### config.mk
export PLATFORM = sky130hd
export DESIGN_NAME = address_region_table_unit_flat
export DESIGN_NICKNAME = d
export VERILOG_FILES = /design/src/hdl/art_pkg.sv /design/src/hdl/art_ifs.sv /design/src/hdl/art_ram.sv /design/src/hdl/address_region_table_unit.sv /design/src/flat_wrapper.sv
export VERILOG_INCLUDE_DIRS = /design/src /design/src/hdl
export SDC_FILE = /design/constraint.sdc
export NUM_CORES = 2
export LEC_CHECK = 0
export BUFFER_PORTS_ARGS = -buffer_cell sky130_fd_sc_hd__buf_4
export CAP_MARGIN = 25
export CORE_ASPECT_RATIO = 1.5
export CORE_MARGIN = 2
export CORE_UTILIZATION = 30
export CTS_BUF_LIST = sky130_fd_sc_hd__clkbuf_8
export DETAILED_ROUTE_END_ITERATION = 7
export PLACE_DENSITY = 0.47
export SETUP_SLACK_MARGIN = 0.1
export SLEW_MARGIN = 20
export SYNTH_ARGS = -nofsm -noshare
export SYNTH_HDL_FRONTEND = slang
export SYNTH_SLANG_ARGS = --single-unit
### constraint.sdc
create_clock -name clock -period 36.7 [get_ports clock]
set_input_delay 7.34 -clock clock [delete_from_list [all_inputs] [get_ports clock]]
set_output_delay 7.34 -clock clock [all_outputs]
set_load 0.005 [all_outputs]
### src/hdl/address_region_table_unit_assert.svh
// Assertion macros for the address region table.
`ifndef ADDRESS_REGION_TABLE_UNIT_ASSERT_SVH
`define ADDRESS_REGION_TABLE_UNIT_ASSERT_SVH

// Property checked on every clock edge while out of reset.
`define ART_ASSERT(lbl, prop, msg) \
   lbl: assert property (@(posedge clock) disable iff (reset) prop) \
      else $error(msg);

// Property checked on every clock edge, reset included.
`define ART_ASSERT_RST(lbl, prop, msg) \
   lbl: assert property (@(posedge clock) prop) else $error(msg);

`endif

### src/hdl/art_pkg.sv
// Shared constants and codes for the address region table.
`timescale 1ns / 1ps
`default_nettype none

package art_pkg;

   // Table size and address width
   localparam int MaxRegions = 16;
   localparam int AddrBits   = 64;

   // Fixed field widths of the channels
   localparam int FieldW  = 64;
   localparam int OpW     = 2;
   localparam int PermW   = 3;
   localparam int StatusW = 3;

   // Derived widths
   localparam int IdxW   = $clog2(MaxRegions);
   localparam int CntW   = $clog2(MaxRegions + 1);
   localparam int EntryW = 2 * AddrBits + PermW;

   typedef enum logic [OpW-1:0] {
      OP_DEFINE  = 2'd0,
      OP_SEEK    = 2'd1,
      OP_DESTROY = 2'd2
   } op_type;

   typedef enum logic [StatusW-1:0] {
      ST_OK       = 3'd0,
      ST_OVERLAP  = 3'd1,
      ST_FULL     = 3'd2,
      ST_NOMATCH  = 3'd3,
      ST_OVERFLOW = 3'd4
   } status_type;

endpackage

`default_nettype wire

### src/hdl/art_ifs.sv
// Request and response channel interfaces of the address region table.
`timescale 1ns / 1ps
`default_nettype none

interface art_req_if;
   logic                       valid;
   logic                       ready;
   logic [art_pkg::OpW-1:0]    opcode;
   logic [art_pkg::FieldW-1:0] address;
   logic [art_pkg::FieldW-1:0] region_size;
   logic [art_pkg::PermW-1:0]  access_perm;

   modport source (output valid, opcode, address, region_size, access_perm,
                   input ready);
   modport sink   (input valid, opcode, address, region_size, access_perm,
                   output ready);
endinterface

interface art_rsp_if;
   logic                        valid;
   logic                        ready;
   logic [art_pkg::StatusW-1:0] status;
   logic [art_pkg::FieldW-1:0]  found_base;
   logic [art_pkg::FieldW-1:0]  found_top;
   logic [art_pkg::PermW-1:0]   found_perm;

   modport source (output valid, status, found_base, found_top, found_perm,
                   input ready);
   modport sink   (input valid, status, found_base, found_top, found_perm,
                   output ready);
endinterface

`default_nettype wire

### src/hdl/art_ram.sv
// Generic single-write, single-read RAM with registered read data.
`timescale 1ns / 1ps
`default_nettype none

module art_ram #(
   parameter int Width = 8,
   parameter int Depth = 16
) (
   input  wire logic                     clock,
   input  wire logic                     wr_en,
   input  wire logic [$clog2(Depth)-1:0] wr_addr,
   input  wire logic [Width-1:0]         wr_data,
   input  wire logic [$clog2(Depth)-1:0] rd_addr,
   output logic      [Width-1:0]         rd_data
);

   logic [Width-1:0] mem_ff [Depth];
   logic [Width-1:0] rd_data_ff;

   // Write port and registered read port
   always_ff @(posedge clock) begin
      if (wr_en) begin
         mem_ff[wr_addr] <= wr_data;
      end
      rd_data_ff <= mem_ff[rd_addr];
   end

   assign rd_data = rd_data_ff;

endmodule

`default_nettype wire

### src/hdl/address_region_table_unit.sv
// Address region table: define, seek and destroy of non-overlapping regions.
//
//   channel  dir  handshake      payload
//   req_ch   in   valid/ready    opcode, address, region_size, access_perm
//   rsp_ch   out  valid/ready    status, found_base, found_top, found_perm
//
// One request at a time. A define, seek or destroy walks the entry RAM one
// slot per cycle through a single shared range comparator; a hit ends the
// walk early. Overflow and unused opcodes skip the walk. Synchronous reset
// clears the slot valid bits, so the table comes up empty with no clearing
// pass. A response waiting on rsp_ch does not block the next request; a
// request finishing while the previous response is still held stalls until
// it is taken.
`timescale 1ns / 1ps
`default_nettype none

module address_region_table_unit (
   input wire logic   clock,
   input wire logic   reset,
   art_req_if.sink    req_ch,
   art_rsp_if.source  rsp_ch
);

`include "address_region_table_unit_assert.svh"

   localparam int AW = art_pkg::AddrBits;

   typedef enum logic [1:0] {
      S_IDLE,
      S_SCAN,
      S_DONE
   } state_type;

   // Control state
   state_type                    state_ff;
   logic [art_pkg::CntW-1:0]     cnt_ff;
   logic                         rd_vld_ff;
   logic [art_pkg::IdxW-1:0]     rd_idx_ff;
   logic                         free_vld_ff;
   logic [art_pkg::IdxW-1:0]     free_idx_ff;
   logic [art_pkg::IdxW-1:0]     hit_idx_ff;
   logic [art_pkg::MaxRegions-1:0] valid_ff;
   logic                         rsp_valid_ff;

   // Request operands and working result
   logic [art_pkg::OpW-1:0]      op_ff;
   logic [AW-1:0]                lo_ff;
   logic [AW-1:0]                hi_ff;
   logic [art_pkg::PermW-1:0]    perm_ff;
   art_pkg::status_type          status_ff;
   logic [AW-1:0]                fbase_ff;
   logic [AW-1:0]                ftop_ff;
   logic [art_pkg::PermW-1:0]    fperm_ff;

   // Response register
   art_pkg::status_type          rsp_status_ff;
   logic [AW-1:0]                rsp_base_ff;
   logic [AW-1:0]                rsp_top_ff;
   logic [art_pkg::PermW-1:0]    rsp_perm_ff;

   // Combinational signals
   logic [AW-1:0]                req_addr;
   logic [AW-1:0]                req_size;
   logic [AW:0]                  req_sum;
   logic                         accept;
   logic                         issue;
   logic [art_pkg::EntryW-1:0]   rd_data;
   logic [art_pkg::EntryW-1:0]   wr_data;
   logic                         wr_en;
   logic [AW-1:0]                e_base;
   logic [AW-1:0]                e_top;
   logic [art_pkg::PermW-1:0]    e_perm;
   logic                         e_vld;
   logic                         cmp_hit;
   logic                         last_slot;
   logic                         free_now;
   logic                         rsp_load;
   logic                         def_commit;
   logic                         del_commit;

   // Operand prep: upper address bits beyond the table width are ignored
   assign req_addr = req_ch.address[AW-1:0];
   assign req_size = req_ch.region_size[AW-1:0];
   assign req_sum  = {1'b0, req_addr} + {1'b0, req_size};
   assign accept   = req_ch.valid && req_ch.ready;
   assign req_ch.ready = (state_ff == S_IDLE);

   // Slot walk: one RAM read issued per cycle
   assign issue = (state_ff == S_SCAN) && (cnt_ff < art_pkg::CntW'(art_pkg::MaxRegions));

   art_ram #(
      .Width (art_pkg::EntryW),
      .Depth (art_pkg::MaxRegions)
   ) u_entries (
      .clock   (clock),
      .wr_en   (wr_en),
      .wr_addr (free_idx_ff),
      .wr_data (wr_data),
      .rd_addr (cnt_ff[art_pkg::IdxW-1:0]),
      .rd_data (rd_data)
   );

   // Shared range comparator: [lo, hi] against the slot read last cycle
   assign {e_base, e_top, e_perm} = rd_data;
   assign e_vld     = valid_ff[rd_idx_ff];
   assign cmp_hit   = e_vld && (lo_ff <= e_top) && (hi_ff >= e_base);
   assign last_slot = (rd_idx_ff == art_pkg::IdxW'(art_pkg::MaxRegions - 1));
   assign free_now  = free_vld_ff || !e_vld;

   // Commit and response handoff
   assign rsp_load   = (state_ff == S_DONE) && (!rsp_valid_ff || rsp_ch.ready);
   assign def_commit = rsp_load && (status_ff == art_pkg::ST_OK) &&
                       (op_ff == art_pkg::OP_DEFINE);
   assign del_commit = rsp_load && (status_ff == art_pkg::ST_OK) &&
                       (op_ff == art_pkg::OP_DESTROY);
   assign wr_en      = def_commit;
   assign wr_data    = {lo_ff, hi_ff, perm_ff};

   // Sequencer, table valid bits and response register
   always_ff @(posedge clock) begin
      if (reset) begin
         state_ff     <= S_IDLE;
         cnt_ff       <= '0;
         rd_vld_ff    <= 1'b0;
         free_vld_ff  <= 1'b0;
         valid_ff     <= '0;
         rsp_valid_ff <= 1'b0;
      end else begin
         rd_vld_ff <= issue;
         rd_idx_ff <= cnt_ff[art_pkg::IdxW-1:0];
         // Response taken and no new one loaded this cycle
         if (rsp_ch.ready && !rsp_load) begin
            rsp_valid_ff <= 1'b0;
         end

         unique case (state_ff)
            S_IDLE: begin
               if (accept) begin
                  op_ff       <= req_ch.opcode;
                  lo_ff       <= req_addr;
                  perm_ff     <= req_ch.access_perm;
                  cnt_ff      <= '0;
                  free_vld_ff <= 1'b0;
                  fbase_ff    <= '0;
                  ftop_ff     <= '0;
                  fperm_ff    <= '0;
                  case (req_ch.opcode) inside
                     art_pkg::OP_DEFINE: begin
                        hi_ff <= req_sum[AW-1:0];
                        if (req_sum[AW]) begin
                           status_ff <= art_pkg::ST_OVERFLOW;
                           state_ff  <= S_DONE;
                        end else begin
                           status_ff <= art_pkg::ST_FULL;
                           state_ff  <= S_SCAN;
                        end
                     end
                     art_pkg::OP_SEEK, art_pkg::OP_DESTROY: begin
                        hi_ff     <= req_addr;
                        status_ff <= art_pkg::ST_NOMATCH;
                        state_ff  <= S_SCAN;
                     end
                     default: begin
                        hi_ff     <= req_addr;
                        status_ff <= art_pkg::ST_NOMATCH;
                        state_ff  <= S_DONE;
                     end
                  endcase
               end
            end

            S_SCAN: begin
               if (issue) begin
                  cnt_ff <= cnt_ff + 1'b1;
               end
               if (rd_vld_ff) begin
                  if (cmp_hit) begin
                     // Lowest matching slot ends the walk
                     if (op_ff == art_pkg::OP_DEFINE) begin
                        status_ff <= art_pkg::ST_OVERLAP;
                     end else begin
                        status_ff  <= art_pkg::ST_OK;
                        fbase_ff   <= e_base;
                        ftop_ff    <= e_top;
                        fperm_ff   <= e_perm;
                        hit_idx_ff <= rd_idx_ff;
                     end
                     state_ff <= S_DONE;
                  end else begin
                     // Remember the lowest free slot for a define
                     if (!e_vld && !free_vld_ff) begin
                        free_vld_ff <= 1'b1;
                        free_idx_ff <= rd_idx_ff;
                     end
                     if (last_slot) begin
                        if (op_ff == art_pkg::OP_DEFINE && free_now) begin
                           status_ff <= art_pkg::ST_OK;
                        end
                        state_ff <= S_DONE;
                     end
                  end
               end
            end

            S_DONE: begin
               if (rsp_load) begin
                  rsp_valid_ff  <= 1'b1;
                  rsp_status_ff <= status_ff;
                  rsp_base_ff   <= fbase_ff;
                  rsp_top_ff    <= ftop_ff;
                  rsp_perm_ff   <= fperm_ff;
                  if (def_commit) begin
                     valid_ff[free_idx_ff] <= 1'b1;
                  end
                  if (del_commit) begin
                     valid_ff[hit_idx_ff] <= 1'b0;
                  end
                  state_ff <= S_IDLE;
               end
            end

            default: begin
               state_ff <= S_IDLE;
            end
         endcase
      end
   end

   // Response channel
   assign rsp_ch.valid      = rsp_valid_ff;
   assign rsp_ch.status     = rsp_status_ff;
   assign rsp_ch.found_base = art_pkg::FieldW'(rsp_base_ff);
   assign rsp_ch.found_top  = art_pkg::FieldW'(rsp_top_ff);
   assign rsp_ch.found_perm = rsp_perm_ff;

   // Checks
   `ART_ASSERT(a_def_free_slot, def_commit |-> !valid_ff[free_idx_ff], "define into used slot")
   `ART_ASSERT(a_del_live_slot, del_commit |-> valid_ff[hit_idx_ff], "destroy of empty slot")
   `ART_ASSERT(a_def_count, def_commit |=> ($countones(valid_ff) == $past($countones(valid_ff)) + 1), "define did not add one region")
   `ART_ASSERT_RST(a_reset_idle, reset |=> (!rsp_valid_ff && state_ff == S_IDLE), "not idle after reset")

endmodule

`default_nettype wire

### src/flat_wrapper.sv
// flat-port wrapper written by rule: the top's interface ports become plain ports
module address_region_table_unit_flat 
  (clock, reset, req_ch_valid, req_ch_opcode, req_ch_address, req_ch_region_size, req_ch_access_perm, req_ch_ready, rsp_ch_valid, rsp_ch_status, rsp_ch_found_base, rsp_ch_found_top, rsp_ch_found_perm, rsp_ch_ready);
  art_req_if req_ch_i ();
  art_rsp_if rsp_ch_i ();
  input wire logic clock;
  input wire logic reset;
  input wire logic [$bits(req_ch_i.valid)-1:0] req_ch_valid;
  input wire logic [$bits(req_ch_i.opcode)-1:0] req_ch_opcode;
  input wire logic [$bits(req_ch_i.address)-1:0] req_ch_address;
  input wire logic [$bits(req_ch_i.region_size)-1:0] req_ch_region_size;
  input wire logic [$bits(req_ch_i.access_perm)-1:0] req_ch_access_perm;
  output wire logic [$bits(req_ch_i.ready)-1:0] req_ch_ready;
  output wire logic [$bits(rsp_ch_i.valid)-1:0] rsp_ch_valid;
  output wire logic [$bits(rsp_ch_i.status)-1:0] rsp_ch_status;
  output wire logic [$bits(rsp_ch_i.found_base)-1:0] rsp_ch_found_base;
  output wire logic [$bits(rsp_ch_i.found_top)-1:0] rsp_ch_found_top;
  output wire logic [$bits(rsp_ch_i.found_perm)-1:0] rsp_ch_found_perm;
  input wire logic [$bits(rsp_ch_i.ready)-1:0] rsp_ch_ready;
  assign req_ch_i.valid = req_ch_valid;
  assign req_ch_i.opcode = req_ch_opcode;
  assign req_ch_i.address = req_ch_address;
  assign req_ch_i.region_size = req_ch_region_size;
  assign req_ch_i.access_perm = req_ch_access_perm;
  assign req_ch_ready = req_ch_i.ready;
  assign rsp_ch_valid = rsp_ch_i.valid;
  assign rsp_ch_status = rsp_ch_i.status;
  assign rsp_ch_found_base = rsp_ch_i.found_base;
  assign rsp_ch_found_top = rsp_ch_i.found_top;
  assign rsp_ch_found_perm = rsp_ch_i.found_perm;
  assign rsp_ch_i.ready = rsp_ch_ready;
  address_region_table_unit u_core (.clock(clock), .reset(reset), .req_ch(req_ch_i), .rsp_ch(rsp_ch_i));
endmodule
* After elaboration in Yosys (flattened, before gate mapping)
Memory sizes are Yosys's and may differ from the RTL's. A register that Yosys moved wholly into a read port is not among the register bits.
Index checks and enable logic that the tools add are counted.
** Word-level totals
- Bits in registers :: 439
- Bits in latches :: 0
- RAM bits :: 2096
- ROM bits :: 0
- Input bits :: 137
- Word-level logic and storage cells :: 146
- Memories kept :: 1
** Memories
- u_core.u_entries.mem_ff :: words 16, bits a word 131, read ports 1, clocked after Yosys merged registers in 1, wr ports 1, RTL line art_ram.sv:17 : logic [Width-1:0] mem_ff [Depth];
** Operators by class
- $add $sub $neg :: 2
- $mul :: 0
- Divide/modulo/power cells :: 0
- $lt $le $gt $ge :: 8
- Eq/ne operators :: 16
- Shifts and indexed selects :: 0
- Muxes and demuxes :: 57
- Bitwise operators :: 6
- Reduce and logical (&&, ||, !) cells :: 35
** Operators with widths (count)
- $mux 64 :: 8
- $pmux 64 s2 :: 2
- $mux 16 :: 5
- $add 64x64->65 :: 1
- $ge 64x64->1 :: 1
- $le 64x64->1 :: 1
- $mux 3 :: 11
- $and 16x16->16 :: 1
- $mux 2 :: 8
- $not 16->16 :: 1
- $or 16x16->16 :: 1
- $lt 4x5->1 const B :: 3
- $reduce_and 5->1 :: 3
- $logic_and 1x1->1 :: 13
- $mux 1 :: 13
- $pmux 3 s2 :: 2
- $reduce_and 6->1 :: 2
- $mux 5 :: 2
- $pmux 5 s2 :: 1
- $reduce_and 3->1 :: 3
- $demux 1 s4 :: 2
- $ge 4x1->1 const B :: 2
- $ne 2x1->1 const B :: 4
- $ne 2x2->1 const B :: 4
- 19 further kinds :: 30

* Logic depth before layout (Yosys ltp)
- Depth in word-level cells :: 11
- Gate-level depth with buffers :: 12
- Gate-level depth less buffers :: 12

* Modules after synthesis
Synthesis repeated with hierarchy kept, for this count alone.
** Unflattened totals
- Cell total of the unflattened synthesis :: 5232
- Area, all modules :: 103600.6 µm²
** Modules (own cells, without submodules)
- art_ram :: instances 1, cells each 3419, area each 81336.8 µm²
- address_region_table_unit :: instances 1, cells each 1813, area each 22263.9 µm²

* Least setup slack after synthesis
Ideal clock, no wire load.
- Path kind :: input port to flip-flop
- Start point :: input rsp_ch_ready
- End point :: memory u_core.u_entries.mem_ff[0][0] in the netlist's numbering, enable pin
- Setup time :: 0.784 ns
- Data arrival time :: 17.313 ns
- Path slack :: 18.603 ns
- Stages on the path :: 6
- Cells stage by stage :: nand2b_1 nand2b_1 nor4_1 nand2_1 or3_1 nor3_1
** Between the ends
- Word-level cells in the longest chain between the ends :: 6
** Ends and longest elaborated chain
- start: declaration :: RTL line flat_wrapper.sv:19 : input wire logic [$bits(rsp_ch_i.ready)-1:0] rsp_ch_ready;
- $logic_or 1x1->1 :: RTL line address_region_table_unit.sv:111 : assign rsp_load = (state_ff == S_DONE) && (!rsp_valid_ff || rsp_ch.ready);
- $logic_and 1x1->1 :: RTL line address_region_table_unit.sv:111
- $logic_and 1x1->1 (2 in a row) :: RTL line address_region_table_unit.sv:112 : assign def_commit = rsp_load && (status_ff == art_pkg::ST_OK) &&
- $mux 1 :: RTL line art_ram.sv:22 : if (wr_en) begin
- $mux 1 (not written as such) :: RTL line art_ram.sv:23 : mem_ff[wr_addr] <= wr_data;
- end: declaration :: RTL line art_ram.sv:17
Every way passes these cells.

* Worst setup path after layout
- Start point :: input req_ch_region_size[0]
- End point :: register u_core.hi_ff[56] (data pin)
** Between the ends
- Word-level cells in the longest chain between the ends :: 2
** Ends and longest elaborated chain
- start: declaration :: RTL line flat_wrapper.sv:11 : input wire logic [$bits(req_ch_i.region_size)-1:0] req_ch_region_size;
- $add 64x64->65 :: RTL line address_region_table_unit.sv:84 : assign req_sum = {1'b0, req_addr} + {1'b0, req_size};
- $mux 64 :: RTL line address_region_table_unit.sv:147 : case (req_ch.opcode) inside
- end signal: assignment :: RTL line address_region_table_unit.sv:149 : hi_ff <= req_sum[AW-1:0];
- end signal: assignment :: RTL line address_region_table_unit.sv:159 : hi_ff <= req_addr;
- end signal: assignment :: RTL line address_region_table_unit.sv:164 : hi_ff <= req_addr;
- end: declaration :: RTL line address_region_table_unit.sv:48 : logic [AW-1:0] hi_ff;
Every way passes these cells.
A chain may end at the register's enable or synchronous reset.

==> results by stage <==
Global routing:
- The number of global-route vias before repair is 54.3k.
- Across every metal layer, demand over resource in global routing totals 0.169.
- The number of antenna violations at the first check in global routing is 33.
- The final global-route overflow total is 0.
- The first-pass GRT wire length is 416000 microns.
- The largest net degree at the start of global routing is 107.

Power and ir drop:
- In this run the static leakage power is 0.0387 uW.
- The maximum VDD drop is 0.0000300 V.
- The total power divided by cell area is 57.4 nW/um^2.

Timing:
- The final worst clock skew is 0.112 ns.
- Setup violations remaining at the end of the flow were counted as 0.
- For the final routed database, the setup TNS stands at 0 ns.
- The worst pin sits at a relative slew slack of 0.247.
- Setup repair after global routing left no endpoint under its margin.
- The final count of hold timing violations came to 0.
- The highest attainable clock frequency is 92.9 MHz.
- Final hold analysis gives a worst-case slack of 0.410 ns.
- The transition at the pin with the smallest max-transition slack is 1.13 ns.
- The final number of max-transition violations was 0.
- In the finished design, the share of the clock period the worst path needs comes to 0.293.
- The worst path in the final design needs a cycle of 10.76 ns, including I/O delays and setup.

Layout:
- The filler-free cell count of the finished design is 10.3k.
- The number of filler instances in the final layout is 31.9k.
- The number of nets in the final layout is 5757.
- The area growth from synthesis to layout is 15.7%.
- The fraction of final layout cells with drive strength greater than 1 is 0.289.

Floorplanning:
- Measured along the y axis, the die boundary spans 722 microns.
- The number of placed I/O pins is 273.
- The floorplan has 263 rows.
- The core area is 342000 sq um.
- The floorplan step defined a die boundary enclosing 348000 sq um.
- For this configuration, the core starts out at a cell density of 0.301.
- In this run the horizontal extent of the chip is 482 microns.

Routing:
- The remaining routing DRC violations is 0.
- Summing over every cut layer, the via total after detailed routing is 50.9k.
- For this run, the detailed router's first-pass iteration total came to 5.
- The ratio of routed vias to standard cells is 4.94.
- Dividing the detail-routed wire length by the instance count gives 29.0 microns.
- The overall routed net length is 299000 microns.
- The remaining number of nets flagged by the antenna check after routing is 0.
- After the first detailed-routing iteration, the DRC count stood at 4703.

Placed design:
- The count of input and output buffers is 272.
- The detailed placer's ending HPWL is 174000 microns.
- The final weighted congestion in routability-driven placement is 0.814.
- In this run, placement finished with an instance count of 9507.

Synth:
- The number of enable-type register cells in the synthesized netlist is 2509.
- Each instance of the synthesized netlist takes up on average 21.3 sq um.
- Counting flops and latches in the post-synthesis netlist gives 2666.
- In the synthesized netlist the dominant register cell turns out to be sky130_fd_sc_hd__edfxtp_1.
- For this run, the number of Yosys warnings is 0.
- The share of the Yosys chip area taken by registers is 0.762.
- In the synthesized netlist the async set-or-reset flop fraction comes to 0.
- The total nets after synthesis is 5174.
- The count of unique library cells instantiated by Yosys is 70.
- The number of instances in the synthesized netlist is 4842.
- The cell area that synthesis handed to floorplanning was 103000 sq um.

Clock tree:
- The clock passes through at most 4 buffers.
- The number of clock buffers added by TritonCTS is 417.
- The clock-pin slew reported for the worst setup and hold paths after clock tree synthesis is 0.07 ns.
- The insertion delay to the later sink of the worst-skew pair is 1.08 ns.
- The maximum level of the CTS H-tree is 5.
- The CTS tree is done.
- The number of hold buffers added after CTS was 0.
- The number of clock sinks is 2666.
- The number of buffers inserted by post-CTS setup repair is 0.
- The number of gates given a new drive strength after cts is 0.
- Clock tree synthesis selected as its root buffer the cell sky130_fd_sc_hd__clkbuf_8.

Worst setup path:
- The start-to-end type of the worst setup path is in -> reg.
- The data required time at the worst endpoint is 37.51 ns.
- The startpoint type of the worst setup path is an input pin.
- The setup check on the worst reg-to-reg path leaves a slack of 30.95 ns.
- The critical-path maximum fanout is 4.
- The worst setup path is captured at a flop.
- The endpoint arrival time on the critical path is 11.57 ns.

Outcome:
- The flow ran to the end, and the final reports show no timing, DRC or antenna violations.

Hold path:
- The worst hold path belongs to the class reg -> reg.

Flow run:
- The tool flagged a number of max-cap violations equal to 0.
-- layer usage --
layer,share of wire,global-route usage
met1,0.42,0.223
met2,0.50,0.286
met3,0.062,0.0316
met4,0.021,0.0402
met5,0.00031,0
-- placed cells by master, fill, tap and decap left out, drive strengths merged, types with 11 or more instances in the layout --
cell type	synthesis	layout
a211oi	31	31
a21o	97	97
a21oi	114	114
and3	11	11
buf	70	368
bufinv	0	12
clkbuf	134	467
clkinv	0	86
dfxtp	157	157
diode	0	14
edfxtp	2509	2509
ha	194	194
inv	149	342
mux2	55	55
mux4	660	660
nand2	68	68
nand2b	13	13
nand3	27	27
nand4	43	43
nor2	220	220
nor3	25	25
o21a	14	14
o21ai	58	58
o21bai	12	12
xnor2	35	35
xor2	22	22
-- report_power, final --
part	internal, uW	total [uW]	switching [uW]
logic	355	800	444
clock network	1250	2460	1200
registers	3470	3590	112
-- worst max-delay path, stage by stage --
cell,delay (ns)
sky130_fd_sc_hd__buf_4,0.11
sky130_fd_sc_hd__ha_1,0.21
sky130_fd_sc_hd__fa_1,0.42
sky130_fd_sc_hd__a21o_1,0.23
sky130_fd_sc_hd__a221oi_2,0.47
sky130_fd_sc_hd__nor3_1,0.17
sky130_fd_sc_hd__or4b_4,0.58
sky130_fd_sc_hd__a311oi_2,0.68
sky130_fd_sc_hd__o41ai_1,0.37
sky130_fd_sc_hd__a41o_1,0.41
sky130_fd_sc_hd__a21oi_2,0.21
sky130_fd_sc_hd__xnor2_1,0.10
sky130_fd_sc_hd__mux2_2,0.27
-- logic make-up (layout without fill, tap and decap cells) --
family                     Yosys count  count (layout)  synth area share
AOI/OAI and AO/OA                  393             393            0.0254
xor gates and xnor gates            57              57           0.00485
adders and majority gates          195             195            0.0238
buffers and inverters              353            1282            0.0129
DFF                               2666            2666             0.762
muxes                              718             718             0.151
other                                0              14                 0
and+or+nand+nor                    460             460            0.0207
-- path summary, 6_finish.rpt --
check | depth (start not counted) | start | endpoint
worst max-delay path | 13 | req_ch_region_size[0] | u_core.hi_ff[56]$_DFFE_PP_
worst min-delay path | 0 | u_core.fbase_ff[36]$_SDFFCE_PN0P_ | u_core.rsp_ch.found_base[36]$_DFFE_PP_
worst max register to register | 11 | u_core.hi_ff[57]$_DFFE_PP_ | u_core.fbase_ff[8]$_SDFFCE_PN0P_
worst min register to register | 0 | u_core.fbase_ff[36]$_SDFFCE_PN0P_ | u_core.rsp_ch.found_base[36]$_DFFE_PP_
-- sequential cells by signal (all words and copies together), names as in the netlist --
signal and cells:
u_core.fperm_ff 3, u_core.free_idx_ff 4, u_core.rd_idx_ff 4, u_core.hi_ff 64
u_core.rd_vld_ff 1, u_core.hit_idx_ff 4, u_core.fbase_ff 64, u_core.rsp_ch.status 3
u_core.state_ff 2, u_core.rsp_ch.found_top 64, u_core.lo_ff 64, u_core.perm_ff 3
u_core.cnt_ff 5, u_core.rsp_ch.found_base 64, u_core.u_entries.rd_data 131, u_core.ftop_ff 64
u_core.free_vld_ff 1, u_core.op_ff 2, u_core.u_entries.mem_ff 2096, u_core.valid_ff 16
u_core.status_ff 3, u_core.rsp_ch.found_perm 3, u_core.rsp_ch.valid 1
-- synth_stat cells (3+ instances only) --
master / count / share of area
sky130_fd_sc_hd__xnor2_1: 35 / 0.0030
sky130_fd_sc_hd__and2_1: 7 / 0.00043
sky130_fd_sc_hd__nand2_1: 68 / 0.0025
sky130_fd_sc_hd__clkbuf_1: 134 / 0.0049
sky130_fd_sc_hd__o21bai_1: 12 / 0.00087
sky130_fd_sc_hd__buf_1: 68 / 0.0025
sky130_fd_sc_hd__a21oi_1: 113 / 0.0055
sky130_fd_sc_hd__mux2i_1: 3 / 0.00029
sky130_fd_sc_hd__and3_1: 11 / 0.00067
sky130_fd_sc_hd__nand4_1: 43 / 0.0026
sky130_fd_sc_hd__nor3_1: 25 / 0.0012
sky130_fd_sc_hd__o21ai_0: 57 / 0.0028
sky130_fd_sc_hd__or3_1: 9 / 0.00055
sky130_fd_sc_hd__dfxtp_1: 157 / 0.031
sky130_fd_sc_hd__a221o_1: 5 / 0.00049
sky130_fd_sc_hd__nor2_1: 220 / 0.0080
sky130_fd_sc_hd__a21boi_0: 3 / 0.00022
sky130_fd_sc_hd__inv_1: 149 / 0.0054
sky130_fd_sc_hd__a21o_1: 97 / 0.0071
sky130_fd_sc_hd__nor2b_1: 8 / 0.00049
sky130_fd_sc_hd__ha_1: 194 / 0.024
sky130_fd_sc_hd__a311oi_1: 3 / 0.00026
sky130_fd_sc_hd__a31oi_1: 9 / 0.00055
sky130_fd_sc_hd__edfxtp_1: 2509 / 0.73
sky130_fd_sc_hd__a41oi_1: 3 / 0.00026
sky130_fd_sc_hd__o31ai_1: 3 / 0.00022
sky130_fd_sc_hd__mux4_2: 660 / 0.14
sky130_fd_sc_hd__o22ai_1: 3 / 0.00018
sky130_fd_sc_hd__nand3_1: 27 / 0.0013
sky130_fd_sc_hd__o41ai_1: 3 / 0.00026
sky130_fd_sc_hd__a211oi_1: 30 / 0.0022
sky130_fd_sc_hd__nand2b_1: 13 / 0.00079
sky130_fd_sc_hd__xor2_1: 22 / 0.0019
sky130_fd_sc_hd__o21a_1: 14 / 0.0010
sky130_fd_sc_hd__and4_1: 9 / 0.00077
sky130_fd_sc_hd__mux2_2: 55 / 0.0060
sky130_fd_sc_hd__a31o_2: 3 / 0.00026
sky130_fd_sc_hd__o211ai_1: 3 / 0.00022
sky130_fd_sc_hd__a221oi_1: 3 / 0.00026
sky130_fd_sc_hd__nor3b_1: 3 / 0.00022
sky130_fd_sc_hd__nor4_1: 9 / 0.00055
-- stage by stage --
step / setup slack (ns) / total power [uW] / area [sq um] / utilization
floorplan: 18.60 / 4140 / 103000 / -
global placement: 24.44 / 4470 / 111000 / 0.324
detailed placement: 24.60 / 4480 / 111000 / 0.325
CTS: 25.78 / 6960 / 119000 / 0.348
global route: 25.90 / 7130 / 119000 / 0.349
finish: 25.94 / 6840 / 119000 / 0.349
-- cell type report --
type | count | area, sq um | share of cell area
Inverter | 149 | 559 | 0.00469
Tap cell | 4505 | 5640 | 0.0473
Sequential cell | 2666 | 78500 | 0.659
Clock buffer | 467 | 6430 | 0.0539
Timing Repair Buffer | 368 | 3030 | 0.0254
Multi-Input combinational cell | 1823 | 23400 | 0.196
Antenna cell | 14 | 35.0 | 0.000294
Clock inverter | 298 | 1630 | 0.0136
Power figures use the tool's default switching activity.
